<file path="src/sv/bpts_pkg.sv">
// Shared types and constants for the bitmap priority task scheduler.
// Holds the request and result payload structs and the controller/datapath link.
// No dependencies.
package bpts_pkg;

    localparam int NUM_PRIOS_DEF   = 32;
    localparam int DELAY_WIDTH_DEF = 16;

    localparam logic [7:0] LOCK_MAX = 8'd255;

    localparam logic [2:0] ACT_START  = 3'd0;
    localparam logic [2:0] ACT_TICK   = 3'd1;
    localparam logic [2:0] ACT_DELAY  = 3'd2;
    localparam logic [2:0] ACT_LOCK   = 3'd3;
    localparam logic [2:0] ACT_UNLOCK = 3'd4;

    typedef struct packed {
        logic [2:0]  action;
        logic [15:0] delay_ticks;
    } req_t;

    typedef struct packed {
        logic        switch_now;
        logic [4:0]  running_prio;
        logic        none_ready;
        logic [7:0]  lock_level;
        logic [31:0] ready_mask;
    } rsp_t;

    typedef struct packed {
        logic load;
        logic walk;
        logic tick;
        logic fin;
        logic sched;
        logic announce;
    } cmd_t;

    typedef struct packed {
        logic lock_zero;
        logic lock_one;
    } status_t;

endpackage

</file>
<file path="src/sv/bpts_ctrl.sv">
// Controller state machine of the bitmap priority task scheduler.
// Sequences the table walk and the final scheduling step; uses bpts_pkg.
module bpts_ctrl #(
    parameter int NUM_PRIOS = bpts_pkg::NUM_PRIOS_DEF
) (
    input  logic                         clk,
    input  logic                         rst_n,
    input  logic                         start,
    input  logic [2:0]                   action,
    input  bpts_pkg::status_t            status,
    output logic                         busy,
    output bpts_pkg::cmd_t               cmd,
    output logic [$clog2(NUM_PRIOS)-1:0] idx
);

    localparam int PRW = $clog2(NUM_PRIOS);
    localparam logic [PRW-1:0] LAST_IDX = PRW'(NUM_PRIOS - 1);

    localparam logic [1:0] ST_IDLE  = 2'd0;
    localparam logic [1:0] ST_WALK  = 2'd1;
    localparam logic [1:0] ST_DRAIN = 2'd2;
    localparam logic [1:0] ST_FIN   = 2'd3;

    logic [1:0]     state_reg, state_next;
    logic [PRW-1:0] idx_reg, idx_next;
    logic           tick_reg, tick_next;
    logic           sched_reg, sched_next;
    logic           ann_reg, ann_next;
    logic           accept;
    logic           walk_req;

    assign accept = start && (state_reg == ST_IDLE);

    always_comb
    begin
        walk_req   = 1'b0;
        tick_next  = tick_reg;
        sched_next = sched_reg;
        ann_next   = ann_reg;
        if (accept)
        begin
            tick_next  = 1'b0;
            sched_next = 1'b0;
            ann_next   = 1'b0;
            case (action)
                bpts_pkg::ACT_START:
                begin
                    walk_req   = 1'b1;
                    sched_next = 1'b1;
                    ann_next   = 1'b1;
                end
                bpts_pkg::ACT_TICK:
                begin
                    walk_req   = 1'b1;
                    tick_next  = 1'b1;
                    sched_next = status.lock_zero;
                end
                bpts_pkg::ACT_DELAY:
                begin
                    walk_req   = status.lock_zero;
                    sched_next = status.lock_zero;
                end
                bpts_pkg::ACT_UNLOCK:
                begin
                    walk_req   = status.lock_one;
                    sched_next = status.lock_one;
                end
                default:
                begin
                    walk_req = 1'b0;
                end
            endcase
        end
    end

    always_comb
    begin
        state_next = state_reg;
        idx_next   = idx_reg;
        case (state_reg)
            ST_IDLE:
            begin
                idx_next = '0;
                if (accept)
                begin
                    state_next = walk_req ? ST_WALK : ST_FIN;
                end
            end
            ST_WALK:
            begin
                if (idx_reg == LAST_IDX)
                begin
                    state_next = ST_DRAIN;
                end
                else
                begin
                    idx_next = idx_reg + PRW'(1);
                end
            end
            ST_DRAIN:
            begin
                state_next = ST_FIN;
            end
            ST_FIN:
            begin
                state_next = ST_IDLE;
            end
            default:
            begin
                state_next = ST_IDLE;
            end
        endcase
    end

    always_ff @(posedge clk or negedge rst_n)
    begin
        if (!rst_n)
        begin
            state_reg <= ST_IDLE;
            idx_reg   <= '0;
            tick_reg  <= 1'b0;
            sched_reg <= 1'b0;
            ann_reg   <= 1'b0;
        end
        else
        begin
            state_reg <= state_next;
            idx_reg   <= idx_next;
            tick_reg  <= tick_next;
            sched_reg <= sched_next;
            ann_reg   <= ann_next;
        end
    end

    assign busy         = (state_reg != ST_IDLE);
    assign idx          = idx_reg;
    assign cmd.load     = accept;
    assign cmd.walk     = (state_reg == ST_WALK);
    assign cmd.tick     = tick_reg;
    assign cmd.fin      = (state_reg == ST_FIN);
    assign cmd.sched    = sched_reg;
    assign cmd.announce = ann_reg;

    a_fin_to_idle: assert property (@(posedge clk) disable iff (!rst_n)
        (state_reg == ST_FIN) |=> (state_reg == ST_IDLE))
        else $error("controller did not return to idle after finishing");

    a_idx_range: assert property (@(posedge clk) disable iff (!rst_n)
        (state_reg == ST_WALK) |-> (idx_reg <= LAST_IDX))
        else $error("walk index out of range");

    a_walk_ends: assert property (@(posedge clk) disable iff (!rst_n)
        (state_reg == ST_WALK && idx_reg == LAST_IDX) |=> (state_reg == ST_DRAIN))
        else $error("walk did not end at the last priority");

endmodule

</file>
<file path="src/sv/bpts_datapath.sv">
// Datapath of the bitmap priority task scheduler: ready bitmap, wait-count memory,
// lock count, running priority and the registered result. Uses bpts_pkg.
module bpts_datapath #(
    parameter int NUM_PRIOS   = bpts_pkg::NUM_PRIOS_DEF,
    parameter int DELAY_WIDTH = bpts_pkg::DELAY_WIDTH_DEF
) (
    input  logic                         clk,
    input  logic                         rst_n,
    input  bpts_pkg::cmd_t               cmd,
    input  logic [$clog2(NUM_PRIOS)-1:0] idx,
    input  bpts_pkg::req_t               req,
    input  logic                         cfg_we,
    input  logic [31:0]                  cfg_wdata,
    output bpts_pkg::status_t            status,
    output logic                         result_valid,
    output bpts_pkg::rsp_t               result
);

    localparam int PRW = $clog2(NUM_PRIOS);
    localparam int PW  = (NUM_PRIOS > 32) ? NUM_PRIOS : 32;
    localparam int TW  = (DELAY_WIDTH > 16) ? DELAY_WIDTH : 16;
    localparam int PRO = (PRW > 5) ? PRW : 5;
    localparam logic [TW-1:0] DELAY_LIMIT = TW'({DELAY_WIDTH{1'b1}});

    logic [31:0]            present_reg;
    logic [NUM_PRIOS-1:0]   ready_reg, ready_next;
    logic [NUM_PRIOS-1:0]   valid_reg, valid_next;
    logic [7:0]             lock_reg, lock_next;
    logic [PRW-1:0]         cur_reg, cur_next;
    logic [DELAY_WIDTH-1:0] mem [NUM_PRIOS];
    logic [DELAY_WIDTH-1:0] rd_data_reg;
    logic                   rd_valid_reg;
    logic                   proc_reg;
    logic                   proc_tick_reg;
    logic [PRW-1:0]         proc_idx_reg;
    logic                   found_reg, found_next;
    logic [PRW-1:0]         found_idx_reg, found_idx_next;
    logic                   result_valid_reg;
    bpts_pkg::rsp_t         result_reg, result_next;

    logic [PW-1:0]          pres_wide;
    logic [NUM_PRIOS-1:0]   pres;
    logic [PW-1:0]          ready_wide;
    logic [PRO-1:0]         cur_wide;
    logic [TW-1:0]          ticks_wide;
    logic [TW-1:0]          ticks_sat;
    logic                   proc_pres;
    logic                   cnt_zero;
    logic                   tick_set;
    logic                   tick_dec;
    logic                   cand;
    logic                   sw;
    logic                   do_delay;

    assign pres_wide  = PW'(present_reg);
    assign pres       = pres_wide[NUM_PRIOS-1:0];
    assign ticks_wide = TW'(req.delay_ticks);
    assign ticks_sat  = (ticks_wide > DELAY_LIMIT) ? DELAY_LIMIT : ticks_wide;
    assign do_delay   = cmd.load && (req.action == bpts_pkg::ACT_DELAY);

    assign proc_pres = pres[proc_idx_reg];
    assign cnt_zero  = !rd_valid_reg || (rd_data_reg == '0);
    assign tick_set  = proc_reg && proc_tick_reg && proc_pres && cnt_zero;
    assign tick_dec  = proc_reg && proc_tick_reg && proc_pres && !cnt_zero;
    assign cand      = proc_reg && proc_pres && (ready_reg[proc_idx_reg] || tick_set);

    always_comb
    begin
        ready_next = ready_reg;
        valid_next = valid_reg;
        lock_next  = lock_reg;
        if (cmd.load)
        begin
            case (req.action)
                bpts_pkg::ACT_START:
                begin
                    ready_next = pres;
                    valid_next = valid_reg & ~pres;
                end
                bpts_pkg::ACT_DELAY:
                begin
                    ready_next[cur_reg] = 1'b0;
                    valid_next[cur_reg] = 1'b1;
                end
                bpts_pkg::ACT_LOCK:
                begin
                    if (lock_reg != bpts_pkg::LOCK_MAX)
                    begin
                        lock_next = lock_reg + 8'd1;
                    end
                end
                bpts_pkg::ACT_UNLOCK:
                begin
                    if (lock_reg != 8'd0)
                    begin
                        lock_next = lock_reg - 8'd1;
                    end
                end
                default:
                begin
                    lock_next = lock_reg;
                end
            endcase
        end
        if (tick_set)
        begin
            ready_next[proc_idx_reg] = 1'b1;
        end
    end

    always_comb
    begin
        found_next     = found_reg;
        found_idx_next = found_idx_reg;
        if (cmd.load)
        begin
            found_next = 1'b0;
        end
        else if (cand && !found_reg)
        begin
            found_next     = 1'b1;
            found_idx_next = proc_idx_reg;
        end
    end

    always_comb
    begin
        cur_next = cur_reg;
        sw       = 1'b0;
        if (cmd.fin && cmd.sched && found_reg)
        begin
            cur_next = found_idx_reg;
            sw       = cmd.announce || (found_idx_reg != cur_reg);
        end
    end

    assign ready_wide = PW'(ready_reg);
    assign cur_wide   = PRO'(cur_next);

    always_comb
    begin
        result_next              = result_reg;
        result_next.switch_now   = sw;
        result_next.running_prio = cur_wide[4:0];
        result_next.none_ready   = ((ready_reg & pres) == '0);
        result_next.lock_level   = lock_reg;
        result_next.ready_mask   = ready_wide[31:0];
    end

    always_ff @(posedge clk or negedge rst_n)
    begin
        if (!rst_n)
        begin
            present_reg      <= '0;
            ready_reg        <= '0;
            valid_reg        <= '0;
            lock_reg         <= '0;
            cur_reg          <= '0;
            proc_reg         <= 1'b0;
            found_reg        <= 1'b0;
            result_valid_reg <= 1'b0;
        end
        else
        begin
            if (cfg_we)
            begin
                present_reg <= cfg_wdata;
            end
            ready_reg        <= ready_next;
            valid_reg        <= valid_next;
            lock_reg         <= lock_next;
            cur_reg          <= cur_next;
            proc_reg         <= cmd.walk;
            found_reg        <= found_next;
            result_valid_reg <= cmd.fin;
        end
    end

    always_ff @(posedge clk)
    begin
        if (cmd.walk)
        begin
            rd_data_reg   <= mem[idx];
            rd_valid_reg  <= valid_reg[idx];
            proc_idx_reg  <= idx;
            proc_tick_reg <= cmd.tick;
        end
        if (do_delay)
        begin
            mem[cur_reg] <= ticks_sat[DELAY_WIDTH-1:0];
        end
        else if (tick_dec)
        begin
            mem[proc_idx_reg] <= rd_data_reg - DELAY_WIDTH'(1);
        end
        found_idx_reg <= found_idx_next;
        if (cmd.fin)
        begin
            result_reg <= result_next;
        end
    end

    assign status.lock_zero = (lock_reg == 8'd0);
    assign status.lock_one  = (lock_reg == 8'd1);
    assign result_valid     = result_valid_reg;
    assign result           = result_reg;

    a_single_strobe: assert property (@(posedge clk) disable iff (!rst_n)
        result_valid_reg |=> !result_valid_reg)
        else $error("result strobe held for more than one cycle");

    a_switch_needs_ready: assert property (@(posedge clk) disable iff (!rst_n)
        (result_valid_reg && result_reg.switch_now) |-> !result_reg.none_ready)
        else $error("switch reported with no ready task");

endmodule

</file>
<file path="src/sv/bitmap_priority_task_scheduler.sv">
// Bitmap priority task scheduler: ready bitmap, per-task wait counts and lock count.
// Instantiates bpts_ctrl and bpts_datapath; uses bpts_pkg.
//
// A request is taken at a rising edge where start is high and busy is low. It
// carries an action (start, tick, delay, lock, unlock) and a delay tick count.
// Exactly one result follows per request, shown for one cycle with result_valid
// high; the receiver cannot hold it off and must take it in that cycle.
// The task present mask is written through cfg_we and cfg_wdata; the user must
// write it only while idle, as the block itself does not enforce this. Lock, an
// unlock at zero, an unlock that leaves the scheduler locked, a delay while
// locked and an unknown action go from the accepting edge straight to the finish
// state. Start, tick and every action that reschedules walk the wait-count memory
// one priority per cycle and search for the lowest ready priority on the way,
// then pass through a drain state and the finish state. busy is low in the
// cycle that shows the result, so the next request may be accepted then.
// Reset clears the ready bitmap, the lock count, the running priority and the
// present mask, and marks every wait count as zero at once.
module bitmap_priority_task_scheduler #(
    parameter int NUM_PRIOS   = bpts_pkg::NUM_PRIOS_DEF,
    parameter int DELAY_WIDTH = bpts_pkg::DELAY_WIDTH_DEF
) (
    input  logic           clk,
    input  logic           rst_n,
    input  logic           start,
    output logic           busy,
    input  bpts_pkg::req_t item,
    input  logic           cfg_we,
    input  logic [31:0]    cfg_wdata,
    output logic           result_valid,
    output bpts_pkg::rsp_t result
);

    bpts_pkg::cmd_t               cmd;
    bpts_pkg::status_t            status;
    logic [$clog2(NUM_PRIOS)-1:0] idx;

    bpts_ctrl #(
        .NUM_PRIOS (NUM_PRIOS)
    ) u_ctrl (
        .clk    (clk),
        .rst_n  (rst_n),
        .start  (start),
        .action (item.action),
        .status (status),
        .busy   (busy),
        .cmd    (cmd),
        .idx    (idx)
    );

    bpts_datapath #(
        .NUM_PRIOS   (NUM_PRIOS),
        .DELAY_WIDTH (DELAY_WIDTH)
    ) u_datapath (
        .clk          (clk),
        .rst_n        (rst_n),
        .cmd          (cmd),
        .idx          (idx),
        .req          (item),
        .cfg_we       (cfg_we),
        .cfg_wdata    (cfg_wdata),
        .status       (status),
        .result_valid (result_valid),
        .result       (result)
    );

endmodule
</file>
<file path="config.mk">
export PLATFORM = sky130hd
export DESIGN_NAME = bitmap_priority_task_scheduler
export DESIGN_NICKNAME = d
export VERILOG_FILES = /design/src/sv/bpts_pkg.sv /design/src/sv/bpts_ctrl.sv /design/src/sv/bpts_datapath.sv /design/src/sv/bitmap_priority_task_scheduler.sv
export SDC_FILE = /design/constraint.sdc
export NUM_CORES = 1
export LEC_CHECK = 0
export BUFFER_PORTS_ARGS = -buffer_cell sky130_fd_sc_hd__buf_2
export CORE_UTILIZATION = 25
export DETAILED_ROUTE_END_ITERATION = 12
export GPL_TIMING_DRIVEN = 1
export PLACE_DENSITY = 0.37
export RECOVER_POWER = 25
export SLEW_MARGIN = 20
export SYNTH_ARGS = -nofsm -noshare
export SYNTH_HDL_FRONTEND = slang
export SYNTH_HIERARCHICAL = 1
export SYNTH_SLANG_ARGS = --single-unit
</file>
<file path="constraint.sdc">
create_clock -name clk -period 8.5 [get_ports clk]
set_input_delay 1.7 -clock clk [delete_from_list [all_inputs] [get_ports clk]]
set_output_delay 1.7 -clock clk [all_outputs]
set_load 0.05 [all_outputs]
</file>
# --- Word level (Yosys, flattened, before mapping) ---
# Memory sizes are Yosys's and may differ from the RTL's. A register that Yosys moved wholly into a read port is not among the register bits.
# Index checks and enable logic that the tools add are counted.
totals:
  register_bits: 181
  latchBits: 0
  ramBits: 512
  mem_bits_ro: 0
  in_bits: 55
  output_inout_bits: 49
  elab_cells: 135
  memories: 1
mem_list:
  columns: ["memory", "words", "word_bits", "read_ports", "rd_ports_with_merged_regs", "wr", "line_no", "source"]
  rows:
  - ["u_datapath.mem", 32, 16, 1, 1, 1, "bpts_datapath.sv:30", "logic [DELAY_WIDTH-1:0] mem [NUM_PRIOS];"]
op_classes:
  n_addsub: 4
  multipliers: 0
  n_div: 0
  order_cmp: 6
  eq_ne: 16
  shifts: 0
  mux: 40
  n_bitwise: 8
  reduce_logical: 38
ops:
  columns: ["cell", "n"]
  rows:
  - ["32-bit case mux with 2 select lines", 2]
  - ["32-bit bitwise AND", 3]
  - ["32-bit 2-to-1 mux", 2]
  - ["32-bit NOT", 2]
  - ["32-bit OR", 2]
  - ["32-bit zero test", 1]
  - ["16-bit 2-to-1 mux", 2]
  - ["5-bit by 6-bit less-than comparator with 1-bit output, second input constant", 3]
  - ["16-bit > comparator, second input constant", 1]
  - ["16-bit zero test", 1]
  - ["1-bit 2-to-1 mux", 16]
  - ["8-bit 2-to-1 mux", 2]
  - ["8-bit case mux with 2 select lines", 1]
  - ["16-bit OR reduction", 1]
  - ["16-bit by 1-bit subtractor with 16-bit output, second input constant", 1]
  - ["1-bit binary-select mux with 5-bit select", 3]
  - ["5-bit 2-to-1 mux", 3]
  - ["1-bit logical AND", 13]
  - ["1-bit demux with 5-bit select", 2]
  - ["5-bit by 1-bit greater-or-equal comparator with 1-bit output, second input constant", 2]
  - ["5-bit case mux with 2 select lines", 1]
  - ["2-bit nonzero test", 5]
  - ["8-bit by 1-bit adder with 8-bit output, second input constant", 1]
  - ["8-bit by 1-bit equality test with 1-bit output, second input constant", 1]
  - ["25 further kinds", 41]

# --- Depth between registers and ports, before layout ---
# Gate-level depths: netlist (run 1).
logic_depth:
  word_depth: 10
  depth_mapped: 13
  depth_no_buf: 10

# --- Modules after synthesis ---
# The synthesis (run 1) kept the hierarchy.
modules_own_cells:
  columns: ["mod", "n_inst", "cells_each", "area_each_um2", "seq_area_each_um2"]
  rows:
  - ["bpts_datapath", 1, 1498, 28484.8, 20429.6]
  - ["bpts_ctrl", 1, 68, 656.9, 250.2]

# --- Least setup slack after synthesis (run 1) ---
# OpenSTA, ideal clock, no wires.
synth_path:
  path_type: "input to register"
  start: "input port start"
  end: "memory u_datapath/mem[2][0] in the netlist's numbering, enable pin"
  setup_time_ns: 0.416
  arrival_time_ns: 4.652
  required_ns: 8.084
  path_slack_ns: 3.432
  path_stages: 10
  n_path_buf: 3
  cell_sequence: "nand2_1 inv_1 buf_4 nor3b_1 and2_1 clkbuf_1 nor3_2 nand2_4 buf_6 o32ai_1"
synth_via:
  elab_chain_cells: 6
  word_cells_on_any_way: 9
  cone_classes: "mux (6); reduce/logical (3)"
synth_rtl:
  columns: ["item", "line_no", "source"]
  rows:
  - ["from (decl)", "bitmap_priority_task_scheduler.sv:24", "input logic start,"]
  - ["1-bit logical AND *", "bpts_ctrl.sv:32", "assign accept = start && (state_reg == ST_IDLE);"]
  - ["named net u_ctrl.accept", "bpts_ctrl.sv:29", "logic accept;"]
  - ["1-bit logical AND *", "bpts_datapath.sv:59", "assign do_delay = cmd.load && (req.action == bpts_pkg::ACT_DELAY);"]
  - ["1-bit 2-to-1 mux", "bpts_datapath.sv:188", "if (do_delay)"]
  - ["1-bit 2-to-1 mux (not written as such)", "bpts_datapath.sv:194", "mem[proc_idx_reg] <= rd_data_reg - DELAY_WIDTH'(1);"]
  - ["16-bit OR reduction (no line)", null, null]
  - ["5-bit 2-to-1 mux (no line) or 1-bit 2-to-1 mux (tied branches)", null, null]
  - ["to (decl)", "bpts_datapath.sv:30", null]
# Mark *: on every way through the listed nets, which the timed path passes. The rest lies on a longest branch.

==> metrics, run 1 <==
clock root buffer=clkbuf_16; Tmin final=5460 ps; Seq pwr share=43.6%; Crit Path Max Fanout=63; Reg2Reg Setup Slack=3310 ps; CP Capture Type=asynchronous set/reset pin; Cells after DPL=3,144; Slew HR=-190%; met1 global-route usage=19.3%; setup TNS=0 ps; worst path cell trace=clkbuf_1 > clkbuf_2; Critical Path RT=8900 ps; Critical R2R Launch=u_datapath/proc_idx_reg[1]; Min-Delay Path Class=reg -> reg; Final Max Slew Viols=506; overall routed net length=83,500 µm; PwrDens=308 nW/µm²; DRC viols=0; Layout Cells excl Fill=3,291; max cap viols=12; die width=343 µm; number of port buffers=103; Syn Area/Cell=18.6 µm²; Post-Syn Instances=1,566; CTS Sinks=709; Fillers=11,300; failing checks=max-capacitance violations, max-slew violations; worst hold slack=454 ps; CTS tree=built; GR Util met3=2.70%; max reg flops=512; CP peak stage delay=2480 ps; fraction of the mapped netlist area in compound gates=4.71%; first-pass GRT wire length=120,000 µm; CP Class=in -> async; Sw Pwr=3.29 mW; vias in the first global route=16,300; CP startpoint kind=input port; unrepaired setup endpoints after global routing=false; die area=118,000 µm²; post-DR vias/cell=4.72; WL per Instance=25.4 µm; Area Overhead vs Synth=17.6%; Worst-path clk slew=60 ps; top-count cell post-synth=edfxtp_1; hold path depth=0; Setup Buffers After CTS=0; largest net degree at the start of global routing=104; antenna cell count=0; synthesized-area fraction occupied by adder cells=0.554%; crit path DAT=5860 ps; Setup Skew=21.2 ps; Clk pwr share=32.4%; GR Overflow Total=0; reg2reg path depth=7; simple-gate portion of the synthesized area=4.26%; f_max=183 MHz; fin util=29.8%; Tot GR Track Use=14.3%; Detailed Routing Iterations Pass 1=7; initial antenna violation count=0; period utilisation layout=64.2%; EDFF count, synth=587; cell family with most CP delay=buffers and inverters; # IOs=104; Post-DP HPWL=51,500 µm; Worst-Margin Slew=4360 ps; Slowest-stage cell, CP=clkbuf_1; layout cells sized above 1=28.2%; post-cts sizing count=0; num rows=124; CTS max path bufs=3; top post-synthesis cells by count=587 x edfxtp_1, 179 x mux4_2, 122 x dfrtp_1, 110 x nand2_1, 63 x mux2_2; CTS H-Tree Depth=3; largest family of logic cells by synthesized area=multiplexers; Yosys top cell by area=edfxtp_1; Die Y=343 µm; Synth top area share=60.5%; synth top area cells=edfxtp_1 60%, mux4_2 14%, dfrtp_1 10%; post-synthesis sequential area ratio=71.0%; endpoints failing hold=0; r2r endpoint=u_datapath/mem[20][1]; number of CTS-inserted buffers=80; Pleak=11.0 nW; worst hold endpoint=u_datapath/found_idx_reg[0]; hold buffer count at CTS=0; fin nets=1,782; outcome=finished, violations left; GPL Wtd Cong=0.803; post-synthesis cell area=29,100 µm²; GRT busiest layer=met2; ys flop type=edfxtp_1; Synth Net Count=1,633; GR Util met2=22.9%; FFs w/ async S/R, synth=17.2%; Initial Util=25.3%; final setup violation count=0; Synth Area in XOR/XNOR=0.781%; Core Region=115,000 µm²; via count=15,500; Power Internal=7.26 mW; switching part of the total power=31.2%; Hold Crit Start=u_datapath/proc_idx_reg[0]; Skew-Pair Late Insertion Delay=630 ps; peak supply drop=0.185 mV; post-synth cell types=71; Comb pwr share=24.0%; total power=10.5 mW; mux cell area share after synthesis=17.1%; Synth Warn #=6; initial drt markers=1,145; #FFs+latches synth=709; WP buf/inv=2; post-route ant nets=0
==> cells in the final DEF (no fill, tap or decap), types with 5 or more instances in the layout <==
cell type,instances
buf_4,39
xnor2_1,8
a21oi_1,44
nand3_1,14
mux2_1,13
mux2i_1,13
mux4_2,179
clkinv_2,9
and3_1,6
a22oi_1,9
nor3_1,8
ha_1,12
dfrtp_1,121
o21ai_0,45
inv_1,13
nor2b_1,11
clkbuf_16,82
buf_2,52
nand2_1,110
and2_1,5
edfxtp_1,587
o211ai_1,25
xor2_1,18
nand3_2,6
o22ai_1,8
nor2_1,27
o22ai_2,28
a22o_1,9
clkbuf_1,73
nand2b_1,15
clkinv_1,24
mux2_2,60
bufinv_16,8
a31oi_1,6
==> how the worst max path moves through the flow <==
stage | start | end | slack [ps] | cells past startpoint
after global routing | rst_n | u_datapath/valid_reg[7] | 2020 | 2
after detailed placement | start | u_datapath/mem[20][1] | 3350 | 10
after CTS | start | u_datapath/mem[20][1] | 3980 | 10
after global placement | start | u_datapath/mem[29][10] | 3380 | 9
after floorplan | start | u_datapath/mem[2][0] | 3430 | 10
final | rst_n | u_datapath/valid_reg[7] | 3040 | 2
==> power groups by stage <==
stage          clock network, mW  registers (mW)  logic, mW
2_1_floorplan                  0            4.73       1.66
3_3_place_gp                   0            4.66       2.58
3_5_place_dp                   0            4.67       2.59
4_1_cts                     3.54            4.60       2.60
5_1_grt                     3.66            4.65       2.73
6_report                    3.42            4.60       2.53
==> through the flow <==
step | setup slack [ps] | area [µm²]
floorplan | 3430 | 29100
global placement | 3380 | 31800
detailed placement | 3350 | 31800
CTS | 3980 | 34400
global route | 2020 | 34300
finish | 3040 | 34300
==> final cells by class <==
type                       count  area (µm²)  share of cell area [%]
clock buffer                 100        2140                    6.25
clock inverter                46         425                    1.24
inverter                      14        52.6                   0.153
multi-input combinational    757        8230                    24.0
sequential                   709       20700                    60.4
tap                         1512        1890                    5.52
timing repair buffer         153         838                    2.45
==> per-layer routing <==
| layer | wire length, µm | part of all wire [%] |
|---|---|---|
| met4 | 2320 | 2.8 |
| met1 | 37500 | 45 |
| met2 | 39700 | 48 |
| met3 | 3920 | 4.7 |
| met5 | 0 | 0 |
==> cells by family (layout without fill, tap and decap cells) <==
| group | Yosys count | in the layout |
|---|---|---|
| AOI/OAI and AO/OA | 212 | 212 |
| xor gates and xnor gates | 26 | 26 |
| adders and majority gates | 13 | 13 |
| buffers and inverters | 100 | 313 |
| DFF | 709 | 709 |
| muxes | 266 | 266 |
| and+or+nand+nor | 240 | 240 |
No activity file was read; power rests on OpenSTA's default activity.
==> run 2, diff against run 1 <==
==> constraint.sdc (replaced) <==
create_clock -name clk -period 5.16 [get_ports clk]
set_input_delay 1.032 -clock clk [delete_from_list [all_inputs] [get_ports clk]]
set_output_delay 1.032 -clock clk [all_outputs]
set_load 0.05 [all_outputs]
==> run 2 against run 1 <==
Net effect: the run still ends with max-capacitance violations, max-slew violations left; cell area rose by 0.46%; first-iteration DRC count rose by 1.3%; sequential power rose by 66%.
==> metrics, run 2 (synthesis results as in run 1) <==
endpoints failing hold=0; Storage cell area=20,700 µm²; Tot GR Track Use=14.6%; DRC viols=0; clock root buffer=clkbuf_16; antenna cell count=0; Initial Util=25.3%; PwrDens=504 nW/µm²; Crit Path Max Fanout=18; Worst-Margin Slew=2870 ps; num rows=124; via count=15,700; Critical Path RT=5530 ps; Hold Crit Start=u_ctrl/tick_reg; max cap viols=7; Post-DP HPWL=53,300 µm; GR Overflow Total=0; setup TNS=0 ps; hold path depth=0; Die Y=343 µm; post-cts sizing count=0; peak supply drop=0.236 mV; Final Max Slew Viols=291; multi-input logic area=8230 µm²; Critical R2R Launch=u_datapath/proc_idx_reg[4]; max reg flops=512; period utilisation layout=85.2%; number of CTS-inserted buffers=78; Setup Skew=19.2 ps; CP startpoint kind=register; Detailed Routing Iterations Pass 1=6; CTS tree=built; Fillers=11,300; first-pass GRT wire length=123,000 µm; vias in the first global route=16,600; post-DR vias/cell=4.76; CTS Sinks=709; initial antenna violation count=6; layout cells sized above 1=29.9%; Reg2Reg Setup Slack=760 ps; worst hold slack=466 ps; commonest non-fill, non-tap cell in the layout=edfxtp_1; failing checks=max-capacitance violations, max-slew violations; CP Class=reg -> reg; CTS max path bufs=3; Setup Buffers After CTS=0; number of port buffers=103; post-route ant nets=0; r2r endpoint=u_datapath/mem[6][13]; outcome=finished, violations left; die area=118,000 µm²; worst hold endpoint=u_datapath/proc_tick_reg; hold buffer count at CTS=0; Cells after DPL=3,165; Skew-Pair Late Insertion Delay=640 ps; f_max=227 MHz; Pleak=11.1 nW; WL per Instance=25.8 µm; reg2reg path depth=8; Area Overhead vs Synth=18.1%; Worst-path clk slew=60 ps; crit path DAT=4770 ps; # IOs=104; CTS H-Tree Depth=3; unrepaired setup endpoints after global routing=false; Layout Cells excl Fill=3,310; die width=343 µm; largest net degree at the start of global routing=85; Tmin final=4400 ps; Slew HR=-91.5%; Min-Delay Path Class=reg -> reg; GPL Wtd Cong=0.836; CP Capture Type=register; fin nets=1,801; overall routed net length=85,500 µm; Core Region=115,000 µm²; initial drt markers=1,160; final setup violation count=0; most frequent cells in the layout=587 x edfxtp_1, 179 x mux4_2, 121 x dfrtp_1
## run 2: changes by cell type in the layout (fill, tap and decap cells not counted), moves of 3 or more
| cell | change |
|---|---|
| buf_12 | +3 |
| buf_4 | +21 |
| bufinv_16 | -3 |
| clkbuf_1 | -3 |
| clkinv_1 | -12 |
| clkinv_2 | +9 |
| clkinvlp_4 | +4 |
| inv_16 | +3 |
## run 2: area by class of cell
| cell class | count | share of cell area (%) |
|---|---|---|
| Clock buffer | 99 | 6.11 |
| Clock inverter | 45 | 1.19 |
| Inverter | 14 | 0.153 |
| Multi-Input combinational cell | 757 | 23.9 |
| Sequential cell | 709 | 60.1 |
| Tap cell | 1512 | 5.50 |
| Timing Repair Buffer | 174 | 3.05 |
## run 2: worst max-delay path, cell delays in order (launching register included)
cell and delay, ps:
edfxtp_1 320, clkbuf_1 540, or3b_1 600, o22ai_1 180
o22ai_1 190, nand4_1 740, nand2_4 610, mux2_1 610
buf_4 300
## run 2: through the flow
stage	total power, mW	instance area [µm²]	setup slack [ps]	util [%]
floorplan	10.5	29100	760	-
global placement	12.0	32000	1290	27.8
detailed placement	12.0	32000	1180	27.8
CTS	17.6	34500	1180	30.0
global route	18.1	34400	470	29.9
finish	17.3	34400	764	29.9
## run 2: power by group
group / switching, mW / internal, mW / leakage, nW
combinational: 2.44 / 1.73 / 3.04
sequential: 0.724 / 6.93 / 6.82
clock: 2.36 / 3.16 / 1.23
total: 5.52 / 11.8 / 11.1
## run 2: metal layers
metal	vias to the layer above	part of all wire (%)	global-route usage, %
met3	123	4.2	2.15
met5	-	0.0082	0
li1	6708	-	-
met2	425	48	23.9
met4	2	2.5	4.08
met1	8487	46	20.1
## run 2: worst max-delay path by stage
stage                                     from               endpoint  slack, ps
detailed placement  u_datapath/proc_idx_reg[0]  u_datapath/mem[0][13]       1180
global route        u_datapath/proc_idx_reg[4]  u_datapath/mem[6][13]        470
CTS                 u_datapath/proc_idx_reg[0]  u_datapath/mem[6][13]       1180
global placement    u_datapath/proc_idx_reg[0]  u_datapath/mem[0][13]       1290
finish              u_datapath/proc_idx_reg[4]  u_datapath/mem[6][13]        760
floorplan                                start   u_datapath/mem[2][0]        760
